`src/hdl/swr_pkg.sv`:
```
// ----------------------------------------------------------------------------
// swr_pkg
// Shared types and constants for the sliding window reorder receiver.
// ----------------------------------------------------------------------------
package swr_pkg;

    // default sizes
    localparam int DEF_FLOWS = 8;
    localparam int DEF_SLOTS = 128;

    // configuration reset value
    localparam logic [7:0] READ_LIMIT_RESET = 8'd128;

    // input function codes
    localparam logic [1:0] FUNC_PKT     = 2'd0;
    localparam logic [1:0] FUNC_BURST   = 2'd1;
    localparam logic [1:0] FUNC_CONSUME = 2'd2;
    localparam logic [1:0] FUNC_UNUSED  = 2'd3;

    // field widths
    localparam int SEQ_W  = 32;
    localparam int FLOW_W = 3;
    localparam int WIN_W  = 8;
    localparam int RES_W  = FLOW_W + SEQ_W + WIN_W + 1;

    // classified command kinds
    typedef enum logic [1:0] {
        CMD_PKT,
        CMD_BURST,
        CMD_CONSUME
    } t_cmd_kind;

    // back end sequencer states
    typedef enum logic [3:0] {
        ST_CLEAR,
        ST_IDLE,
        ST_PKT,
        ST_BURST_SCAN,
        ST_WALK_RD,
        ST_WALK_CMP,
        ST_EMIT,
        ST_CONS_SCAN,
        ST_CONS_CLR
    } t_back_state;

endpackage

```
`src/hdl/swr_fifo.sv`:
```
// ----------------------------------------------------------------------------
// swr_fifo
// Small register queue with push/pop handshake and combinational head.
// ----------------------------------------------------------------------------
module swr_fifo
    import swr_pkg::*;
#(
    parameter int WIDTH = 8,
    parameter int DEPTH = 2
) (
    input  logic             i_clk,
    input  logic             i_rst_n,
    input  logic             i_push,
    input  logic [WIDTH-1:0] i_data,
    output logic             o_full,
    input  logic             i_pop,
    output logic [WIDTH-1:0] o_data,
    output logic             o_empty
);

    localparam int PW = (DEPTH > 1) ? $clog2(DEPTH) : 1;
    localparam int CW = $clog2(DEPTH + 1);

    logic [WIDTH-1:0] r_mem [DEPTH];
    logic [PW-1:0]    r_wr;
    logic [PW-1:0]    r_rd;
    logic [CW-1:0]    r_cnt;
    logic             do_push;
    logic             do_pop;

    assign o_full  = (r_cnt == CW'(DEPTH));
    assign o_empty = (r_cnt == '0);
    assign o_data  = r_mem[r_rd];
    assign do_push = i_push && !o_full;
    assign do_pop  = i_pop && !o_empty;

    // store entry
    always_ff @(posedge i_clk) begin
        if (do_push) begin
            r_mem[r_wr] <= i_data;
        end
    end

    // advance pointers and count
    always_ff @(posedge i_clk) begin
        if (!i_rst_n) begin
            r_wr  <= '0;
            r_rd  <= '0;
            r_cnt <= '0;
        end else begin
            if (do_push) begin
                r_wr <= (r_wr == PW'(DEPTH - 1)) ? '0 : r_wr + 1'b1;
            end
            if (do_pop) begin
                r_rd <= (r_rd == PW'(DEPTH - 1)) ? '0 : r_rd + 1'b1;
            end
            if (do_push && !do_pop) begin
                r_cnt <= r_cnt + 1'b1;
            end else if (do_pop && !do_push) begin
                r_cnt <= r_cnt - 1'b1;
            end
        end
    end

endmodule

```
`config.mk`:
```
export PLATFORM = sky130hd
export DESIGN_NAME = swr_fifo
export DESIGN_NICKNAME = d
export VERILOG_FILES = /design/src/hdl/swr_pkg.sv /design/src/hdl/swr_fifo.sv
export SDC_FILE = /design/constraint.sdc
export NUM_CORES = 1
export LEC_CHECK = 0
export BUFFER_PORTS_ARGS = -buffer_cell sky130_fd_sc_hd__buf_2
export CAP_MARGIN = 5
export CORE_UTILIZATION = 52
export CTS_CLUSTER_DIAMETER = 150
export CTS_CLUSTER_SIZE = 14
export DETAILED_ROUTE_END_ITERATION = 16
export PLACE_DENSITY_LB_ADDON = 0.08
export SETUP_SLACK_MARGIN = 0.4
export SYNTH_ARGS = -nofsm -noshare
export SYNTH_HDL_FRONTEND = slang
export SYNTH_SLANG_ARGS = --single-unit
export TNS_END_PERCENT = 30
```
`constraint.sdc`:
```
create_clock -name i_clk -period 4.6 [get_ports i_clk]
set_input_delay 0.92 -clock i_clk [delete_from_list [all_inputs] [get_ports i_clk]]
set_output_delay 0.92 -clock i_clk [all_outputs]
set_load 0.03 [all_outputs]
```
==> impl_results.md <==
- Critical path depth: 2
- Register area share after synthesis: between 70% and 80%
- Die ar.: 0.00172 sq mm
- Post-synthesis register bit count: 21
- Filler cells: 100
- Fin. Hold Viols: 0
- Crit-path leading delay family: flip-flops
- R2R setup slack: 3.03 ns
- Area of the core: 0.00137 sq mm
- DRT Wirelength: 1190 um
- VDD IR max: ~360 uV
- Critical path, cell by cell: mux2_2 > buf_2
- Synth async-reset ratio: 0%
- Post-CTS Setup Bufs: 0
- Worst Path Arrival: 1.40 ns
- Reg area: 581 sq um
- H-tree depth: 1
- Area delta synth->final: 17.9%
- Crit path setup slack, layout: 2.28 ns
- LEAKAGE: 0.379 nW
- Non-Filler Instances: 89
- Outcome: complete, no violations
- Wirelength per Cell: 13.3 um
- Synth area leader: edfxtp_1
- Final core occ: between 60% and 70%
- Fmax: approximately 430 MHz
- Die X: 41.5 um
- Worst Path Max Fanout: 8
- Min-delay worst type: register to register
- GRT Residual Overflow: 0
- Placer Congestion: 0.656
- DR vias/cell: 5.20
- Clock buffer depth: 2
- Final nets: 88
- Setup Slack @ Placement: 2.56 ns
- Power density cells: 584 mW/mm^2
- Max Transition Viols Final: 0
- Yosys cell types: 20
- Worst Setup Start Kind: register
- Sink Count: 21
- MaxCap Viol Count: 0
- CP endpoint: o_data[1]
- Fin Hold WS: 0.567 ns
- 1st-pass router iterations: 4
- TNS Setup: 0 ns
- Post-synthesis instance total: 50
- Largest net degree at the start of global routing: 12
- Share of post-route cells with drive strength above 1: 45.9%
- Max Clock Skew: 0.00364 ns
- Die H: just over 40 um
- Unrepaired setup endpoints after global routing: false
- Post-DP HPWL: about 900 um
- Resize count post-CTS: 0
- DP Area: 928 sq um
- Multi-input gate area: 216 sq um
- Kind of end point of the critical path: primary output
- Vias in the first global route: 484
- CTS root buf: clkbuf_4
- First-pass GRT wire length: 2100 um
- Tcrit/Tclk final: between 50% and 60%
- Pwr Total: 558 uW
- Number of remaining DRC errors: 0
- Initial antenna violation count: 0
- Clk_lat worst skew: slightly below 0.3 ns
- Setup CP Type: register to primary output
- Slowest stage delay, CP: 0.54 ns
- I/O pins: 22
- Slew headroom: between 50% and 60%
- PortBufs: 21
- Post-Layout Inst Area: 955 sq um
- Post-synth EDFFs: 16
- Worst Path Required: about 3.7 ns
- Minimum clock period: 2.32 ns
- Critical R2R Capture: r_cnt[1]$_SDFFE_PN0P_
- Endpoints failing setup: 0
- Total Routing Usage GR: 16.5%
- Mapped Area: 810 sq um
- Total number of vias: 463
- Share of the synthesized area in the top cell type: 59.4%
- CTS Hold Bufs: 0
- Antenna Diode Count: 0
- Row cnt: 13
- CTS clk-pin slew, worst paths: around 0.1 ns
- Number of synthesis warnings: 0
- 1st-iter DRT viols: 5
- Avg Cell Area, Syn: 16.2 sq um
- Worst-Margin Slew: 0.712 ns
- Antenna viol nets, final: 0
- Crit-path slowest cell: dfxtp_1
- Main synth FF type: edfxtp_1
- R2R depth: 6
- CTS tree: yes
- Largest cells by area after synthesis: edfxtp_1 (59%), dfxtp_1 (12%), mux2_2 (11%)
- Reg-to-Reg Start: r_cnt[0]$_SDFFE_PN0P_
- CTS buffer count: 3
- Worst path bufs/invs: 1
- Synth Net Count: 63
- Inst Count DP: 85
- Starting Density: 59.2%
final cells by class:
| cell class | count | share of cell area (%) |
|---|---|---|
| tap | 15 | 1.97 |
| multi-input combinational | 26 | 22.7 |
| timing repair buffer | 21 | 11.0 |
| clock buffer | 4 | 2.75 |
| sequential | 21 | 60.8 |
| inverter | 2 | 0.786 |
sequential cells by signal, summed over array words and instances, names as in the netlist, named ones only:
register  flops
r_cnt         2
r_mem        16
r_rd          1
r_wr          1
cell families after synthesis:
logic type	count (synthesis)	synth area share [%]
flip-flops	21	71.7
multiplexers	8	11.1
adder cells (fa/ha/maj)	1	1.55
XOR/XNOR	3	3.25
buffers and inverters	3	1.54
AND/OR/NAND/NOR	9	6.80
AO/OA/AOI/OAI	5	4.02
power breakdown:
group	switching [mW]	total [mW]	internal, mW
Combinational	0.124	0.206	0.0825
Sequential	0.0260	0.268	0.242
Clock	0.0497	0.0835	0.0338
Yosys cell counts (all sizes together), types with 2 or more instances:
| cell type | n |
|---|---|
| inv | 2 |
| a21boi | 2 |
| dfxtp | 5 |
| mux2 | 8 |
| o21ai | 2 |
| nor2 | 2 |
| edfxtp | 16 |
| and2 | 3 |
| xnor2 | 2 |
how the worst min path moves through the flow:
stage                                startpoint                    end  slack, ns  depth (start not counted)
after floorplan           r_cnt[1]$_SDFFE_PN0P_  r_cnt[1]$_SDFFE_PN0P_       0.48                          2
after global placement    r_cnt[1]$_SDFFE_PN0P_  r_cnt[1]$_SDFFE_PN0P_       0.52                          2
after detailed placement  r_cnt[1]$_SDFFE_PN0P_  r_cnt[1]$_SDFFE_PN0P_       0.53                          2
after CTS                 r_cnt[1]$_SDFFE_PN0P_  r_cnt[1]$_SDFFE_PN0P_       0.55                          2
after global routing      r_cnt[1]$_SDFFE_PN0P_  r_cnt[1]$_SDFFE_PN0P_       0.62                          2
final                     r_cnt[1]$_SDFFE_PN0P_  r_cnt[1]$_SDFFE_PN0P_       0.57                          2
tightest hold or removal path: stages (launching register included):
cell	delay [ns]
dfxtp_1	0.36
o21ai_0	0.10
a21boi_1	0.07
per-layer routing:
| metal | vias to the layer above | GRT usage [%] | wire length [um] |
|---|---|---|---|
| met3 | 2 | 3.91 | 65 |
| met5 | - | 0 | 0 |
| li1 | 233 | - | - |
| met1 | 211 | 19.3 | 476 |
| met2 | 17 | 29.4 | 623 |
| met4 | 0 | 5.81 | 19 |
placed cells by master (no fill, tap or decap), types with 2 or more instances in the layout:
cell and instances:
mux2_2 8, and2_1 3, clkbuf_4 3, dfxtp_1 5
edfxtp_1 16, nor2_1 2, xnor2_1 2, buf_2 21
(Power assumes the default switching activity.)
