==> src/hdl/swr_pkg.sv <==
// ----------------------------------------------------------------------------
// swr_pkg
// Shared types and constants for the sliding window reorder receiver.
// ----------------------------------------------------------------------------
package swr_pkg;

    // default sizes
    localparam int DEF_FLOWS = 8;
    localparam int DEF_SLOTS = 128;

    // configuration reset value
    localparam logic [7:0] READ_LIMIT_RESET = 8'd128;

    // input function codes
    localparam logic [1:0] FUNC_PKT     = 2'd0;
    localparam logic [1:0] FUNC_BURST   = 2'd1;
    localparam logic [1:0] FUNC_CONSUME = 2'd2;
    localparam logic [1:0] FUNC_UNUSED  = 2'd3;

    // field widths
    localparam int SEQ_W  = 32;
    localparam int FLOW_W = 3;
    localparam int WIN_W  = 8;
    localparam int RES_W  = FLOW_W + SEQ_W + WIN_W + 1;

    // classified command kinds
    typedef enum logic [1:0] {
        CMD_PKT,
        CMD_BURST,
        CMD_CONSUME
    } t_cmd_kind;

    // back end sequencer states
    typedef enum logic [3:0] {
        ST_CLEAR,
        ST_IDLE,
        ST_PKT,
        ST_BURST_SCAN,
        ST_WALK_RD,
        ST_WALK_CMP,
        ST_EMIT,
        ST_CONS_SCAN,
        ST_CONS_CLR
    } t_back_state;

endpackage

==> src/hdl/swr_fifo.sv <==
// ----------------------------------------------------------------------------
// swr_fifo
// Small register queue with push/pop handshake and combinational head.
// ----------------------------------------------------------------------------
module swr_fifo
    import swr_pkg::*;
#(
    parameter int WIDTH = 8,
    parameter int DEPTH = 2
) (
    input  logic             i_clk,
    input  logic             i_rst_n,
    input  logic             i_push,
    input  logic [WIDTH-1:0] i_data,
    output logic             o_full,
    input  logic             i_pop,
    output logic [WIDTH-1:0] o_data,
    output logic             o_empty
);

    localparam int PW = (DEPTH > 1) ? $clog2(DEPTH) : 1;
    localparam int CW = $clog2(DEPTH + 1);

    logic [WIDTH-1:0] r_mem [DEPTH];
    logic [PW-1:0]    r_wr;
    logic [PW-1:0]    r_rd;
    logic [CW-1:0]    r_cnt;
    logic             do_push;
    logic             do_pop;

    assign o_full  = (r_cnt == CW'(DEPTH));
    assign o_empty = (r_cnt == '0);
    assign o_data  = r_mem[r_rd];
    assign do_push = i_push && !o_full;
    assign do_pop  = i_pop && !o_empty;

    // store entry
    always_ff @(posedge i_clk) begin
        if (do_push) begin
            r_mem[r_wr] <= i_data;
        end
    end

    // advance pointers and count
    always_ff @(posedge i_clk) begin
        if (!i_rst_n) begin
            r_wr  <= '0;
            r_rd  <= '0;
            r_cnt <= '0;
        end else begin
            if (do_push) begin
                r_wr <= (r_wr == PW'(DEPTH - 1)) ? '0 : r_wr + 1'b1;
            end
            if (do_pop) begin
                r_rd <= (r_rd == PW'(DEPTH - 1)) ? '0 : r_rd + 1'b1;
            end
            if (do_push && !do_pop) begin
                r_cnt <= r_cnt + 1'b1;
            end else if (do_pop && !do_push) begin
                r_cnt <= r_cnt - 1'b1;
            end
        end
    end

endmodule

==> src/hdl/swr_front.sv <==
// ----------------------------------------------------------------------------
// swr_front
// Accepts input items, classifies them, computes the slot index of a packet
// and queues the resulting command for the back end.
// ----------------------------------------------------------------------------
module swr_front
    import swr_pkg::*;
#(
    parameter int FLOWS = DEF_FLOWS,
    parameter int SLOTS = DEF_SLOTS,
    parameter int FW    = 3,
    parameter int SW    = 7,
    parameter int CMD_W = 2 + FW + SEQ_W + SW
) (
    input  logic              i_clk,
    input  logic              i_rst_n,
    input  logic              i_init_done,
    input  logic              push,
    output logic              full,
    input  logic [1:0]        i_func,
    input  logic [FLOW_W-1:0] i_flow,
    input  logic [SEQ_W-1:0]  i_seq,
    input  logic              i_cmd_pop,
    output logic [CMD_W-1:0]  o_cmd,
    output logic              o_cmd_empty
);

    localparam bit POW2 = ((SLOTS & (SLOTS - 1)) == 0);

    t_cmd_kind        r_kind;
    logic [FW-1:0]    r_flow;
    logic [SEQ_W-1:0] r_seq;
    logic             r_keep;
    logic             r_hold;
    logic [3:0]       r_cnt;
    logic [SW-1:0]    r_rem;

    t_cmd_kind        n_kind;
    logic             n_keep;
    logic [SEQ_W-1:0] seq_m1;
    logic [SEQ_W-1:0] rseq_m1;
    logic [2:0]       dig;
    logic [3:0]       nib;
    logic [SW+3:0]    wide;
    logic [SW+3:0]    step;
    logic             done;
    logic             release_item;
    logic             cmd_push;
    logic             cmd_full;
    logic             accept;

    // classify the incoming item
    always_comb begin
        n_kind = CMD_PKT;
        n_keep = 1'b0;
        case (i_func)
            FUNC_PKT: begin
                n_kind = CMD_PKT;
                n_keep = (32'(i_flow) < FLOWS);
            end
            FUNC_BURST: begin
                n_kind = CMD_BURST;
                n_keep = 1'b1;
            end
            FUNC_CONSUME: begin
                n_kind = CMD_CONSUME;
                n_keep = 1'b1;
            end
            default: begin
                n_kind = CMD_PKT;
                n_keep = 1'b0;
            end
        endcase
    end

    assign seq_m1  = i_seq - 1'b1;
    assign rseq_m1 = r_seq - 1'b1;
    assign dig     = 3'(r_cnt - 1'b1);
    assign nib     = rseq_m1[{dig, 2'b00} +: 4];
    assign wide    = {r_rem, nib};

    // one radix-16 step of the modulo reduction, top nibble first
    always_comb begin
        step = wide;
        for (int k = 1; k < 16; k++) begin
            if (wide >= (SW+4)'(k * SLOTS)) begin
                step = wide - (SW+4)'(k * SLOTS);
            end
        end
    end

    assign done         = (r_cnt == '0);
    assign cmd_push     = r_hold && done && r_keep;
    assign release_item = r_hold && done && (!r_keep || !cmd_full);
    assign full         = !i_init_done || (r_hold && !release_item);
    assign accept       = push && !full;

    // hold the item until its command is queued or, if it is not kept, dropped
    always_ff @(posedge i_clk) begin
        if (accept) begin
            r_kind <= n_kind;
            r_flow <= FW'(i_flow);
            r_seq  <= i_seq;
            r_keep <= n_keep;
            r_rem  <= POW2 ? seq_m1[SW-1:0] : '0;
        end else if (r_hold && !done) begin
            r_rem <= SW'(step);
        end
    end

    always_ff @(posedge i_clk) begin
        if (!i_rst_n) begin
            r_hold <= 1'b0;
            r_cnt  <= '0;
        end else if (accept) begin
            r_hold <= 1'b1;
            r_cnt  <= POW2 ? 4'd0 : 4'd8;
        end else begin
            if (release_item) begin
                r_hold <= 1'b0;
            end
            if (r_hold && !done) begin
                r_cnt <= r_cnt - 1'b1;
            end
        end
    end

    swr_fifo #(
        .WIDTH (CMD_W),
        .DEPTH (2)
    ) u_cmd_q (
        .i_clk   (i_clk),
        .i_rst_n (i_rst_n),
        .i_push  (cmd_push),
        .i_data  ({r_kind, r_flow, r_seq, r_rem}),
        .o_full  (cmd_full),
        .i_pop   (i_cmd_pop),
        .o_data  (o_cmd),
        .o_empty (o_cmd_empty)
    );

endmodule

==> config.mk <==
export PLATFORM = sky130hd
export DESIGN_NAME = swr_front
export DESIGN_NICKNAME = d
export VERILOG_FILES = /design/src/hdl/swr_pkg.sv /design/src/hdl/swr_fifo.sv /design/src/hdl/swr_front.sv
export SDC_FILE = /design/constraint.sdc
export NUM_CORES = 1
export LEC_CHECK = 0
export BUFFER_PORTS_ARGS = -buffer_cell sky130_fd_sc_hd__buf_4
export CAP_MARGIN = 25
export CORE_ASPECT_RATIO = 0.75
export CORE_UTILIZATION = 50
export DETAILED_ROUTE_END_ITERATION = 10
export PLACE_DENSITY = 0.71
export SETUP_SLACK_MARGIN = 0.1
export SYNTH_ARGS = -nofsm -noshare
export SYNTH_HDL_FRONTEND = slang
export SYNTH_SLANG_ARGS = --single-unit
==> constraint.sdc <==
create_clock -name i_clk -period 6.1 [get_ports i_clk]
set_input_delay 1.22 -clock i_clk [delete_from_list [all_inputs] [get_ports i_clk]]
set_output_delay 1.22 -clock i_clk [all_outputs]
set_load 0.1 [all_outputs]
==> summary.txt <==
Outcome
  – Outcome: complete, no violations

Global routing
  – First-pass GRT wire length: 20300 um
  – Gr usage total: 22.0%
  – Total grt overflow: 0
  – Number of global-route vias before repair: 3881
  – Largest net degree at the start of global routing: 50
  – Initial antenna violation count: 0

Die
  – Starting Density: 51.8%
  – Std-Cell Rows: 34
  – I/O pins: 88
  – Floorplan core area: 0.0117 mm2
  – Die Wd: 129 um
  – Die area: 0.0126 mm2
  – Die Y: 97.5 um

Layout
  – Share of cells above drive strength 1: 34.6%
  – Diodes inserted: 0
  – Nets: 552
  – Fin area: 0.00755 mm2
  – Layout fillers: 871
  – Most frequent cells in the layout: edfxtp_1 (133), buf_4 (89), mux2_2 (44)
  – Area growth syn-to-layout: 24.1%
  – Commonest non-fill, non-tap cell in the layout: edfxtp_1

Min path
  – Worst Hold Class: reg2reg

Synth
  – Syn avg cell area: 15.1 um2
  – Syn nets: 451
  – Synth cell types: 52
  – Leading area contributor after synthesis: edfxtp_1
  – Sequential-to-total area share from yosys stat: 68.9%
  – EDFF count, synth: 133
  – Ys async rst share: 0%
  – Top post-synthesis cells by area: edfxtp_1 (66%), mux2_2 (8.1%), dfxtp_1 (3.3%), xnor2_1 (3.0%), xor2_1 (1.7%)
  – Ys flop type: edfxtp_1
  – Mapped Cells: 404
  – Ys Warns: 0
  – Share of Yosys cell area claimed by the top area cell type: 65.6%
  – Post-synthesis sequential element count: 143
  – Mapped Area: 0.00608 mm2

Power
  – Sw Ratio: 36.4%
  – Tot Pwr: 3.06 mW
  – Leakage Power: 2.60 nW
  – Max IR drop VDD: 0.315 mV
  – PD cells: 406 mW/mm2
  – Power Internal: 1.95 mW
  – Switching pwr: 1.11 mW
  – Combinational share of power: 29.2%
  – Clock power frac: 32.7%
  – Sequential share of power: 38.1%

Clocking
  – # hold bufs at CTS: 0
  – Reg clk slew, reported paths: 0.06 ns
  – Clk buf depth: 2
  – CTS H-tree depth: 4
  – Clock Latency Late Sink: 0.42 ns
  – Total setup buffers inserted after CTS: 0
  – TritonCTS buffer count: 17
  – CTS tree: yes
  – Post-CTS sizing: 0
  – TritonCTS Sinks: 143
  – Clk Tree Root Cell: clkbuf_16

Run
  – Max Cap Viol: 0

Timing
  – Skew final: 0.00779 ns
  – Final hold slack: 0.444 ns
  – Final worst-path cycle share: 58.5%
  – Slew margin rel.: 40.4%
  – Setup TNS: 0 ns
  – Max Clock Freq: 280 MHz
  – Fin. max-slew vios: 0
  – Tmin final: 3.57 ns
  – Final Setup Violations: 0
  – Unrepaired setup endpoints after global routing: no
  – Worst Tran Pin Value: 0.882 ns
  – Final Hold Vio Count: 0

Drt
  – Via count: 3826
  – Vias per Instance: 5.63
  – Pre-antenna DRT Iters: 5
  – Iteration-0 DRC Markers: 212
  – Drt drc: 0
  – WL final: 12700 um
  – Per-cell routed wire length: 18.7 um
  – Number of nets with antenna violations after routing: 0

Worst setup path
  – WS Path Type: reg2out
  – Critical-path top delay cell: or3b_2
  – CP endpoint kind: primary output
  – Crit path buf inv count: 2
  – Cell Chain, Critical Path: inv_1, ha_1, or3b_2, a21oi_1, nand2_1, buf_4
  – CP startpoint kind: register
  – CP required: 4.88 ns
  – CP arrival: 2.35 ns
  – Max stage delay on crit path: 0.48 ns
  – Crit-path max FO: 12
  – Largest delay share family, worst path: simple AND/OR/NAND/NOR gates

Placed design
  – DP Area: 0.00696 mm2
  – RD Place Congestion: 0.885
  – Post-DP HPWL: 8440 um
  – # port buffers: 87
-- worst reg2reg max path, delay by kind of cell, from the launching register on --
kind,cells,cell delay (ns)
AND/OR/NAND/NOR,3,1.51
XOR/XNOR,1,0.17
adder cells (fa/ha/maj),1,0.22
flip-flops,1,0.51
buffers and inverters,1,0.10
AO/OA/AOI/OAI,2,0.40
-- routing by layer --
| layer | track usage [%] | wire length, um | up-vias |
|---|---|---|---|
| li1 | - | - | 1779 |
| met1 | 29.7 | 5730 | 1868 |
| met2 | 33.4 | 5920 | 153 |
| met3 | 5.62 | 802 | 26 |
| met4 | 10.4 | 255 | 0 |
| met5 | 0 | 0 | - |
-- kinds of logic (layout without fill, tap and decap cells) --
logic type | Yosys count | in the layout | synth area share, %
flip-flops | 143 | 143 | 68.9
AND/OR/NAND/NOR | 118 | 118 | 10.8
AO/OA/AOI/OAI | 44 | 44 | 5.22
multiplexers | 44 | 44 | 8.14
XOR/XNOR | 33 | 33 | 4.75
buffers and inverters | 17 | 131 | 1.17
adder cells (fa/ha/maj) | 5 | 5 | 1.03
-- layout make-up --
type,count,area (um2),share of cell area (%)
flip-flops and latches,143,4200,55.6
repair buffers,92,728,9.64
well taps,162,203,2.68
clock inverters,14,143,1.89
inverters,7,26.3,0.348
multi-input cells,244,1830,24.2
clock buffers,18,429,5.68
-- power groups by stage --
stage,Sequential [mW],Combinational (mW),Clock [mW]
after CTS,1.17,0.898,1.01
after floorplan,1.16,0.742,0
after global placement,1.21,0.854,0
final,1.17,0.896,1.00
after detailed placement,1.19,0.894,0
after global routing,1.18,0.925,1.05
-- per-stage QoR --
stage	instances	util, %	setup slack, ns
2_1_floorplan	404	-	0.600
6_report	680	64.3	2.53
5_1_grt	680	64.3	2.40
3_3_place_gp	645	58.9	2.83
4_1_cts	679	64.1	2.57
3_5_place_dp	647	59.3	2.63
-- final timing paths --
kind | start | end | slack [ns] | depth (start not counted)
min | r_flow[1] | u_cmd_q.r_mem[0][40] | 0.44 | 0
min reg2reg | r_flow[1] | u_cmd_q.r_mem[0][40] | 0.44 | 0
max reg2reg | r_seq[0] | r_rem[2] | 2.96 | 8
max | r_cnt[0] | full | 2.53 | 6
-- state kept, by name, indices dropped and copies added, names as in the netlist, named ones only --
register	count
r_flow	3
r_seq	32
u_cmd_q.r_cnt	2
r_hold	1
r_rem	7
r_kind	2
u_cmd_q.r_rd	1
u_cmd_q.r_mem	88
u_cmd_q.r_wr	1
r_cnt	4
r_keep	1
-- synthesized netlist by cell type (8+ instances only) --
library cell,number
nor2_1,21
nand2_1,19
dfxtp_1,10
nand3_1,10
edfxtp_1,133
a21oi_1,8
clkbuf_1,8
mux2_2,44
nor4_1,12
nor3_1,12
xor2_1,12
xnor2_1,21
Note: power is estimated with default switching activity, not from simulation.
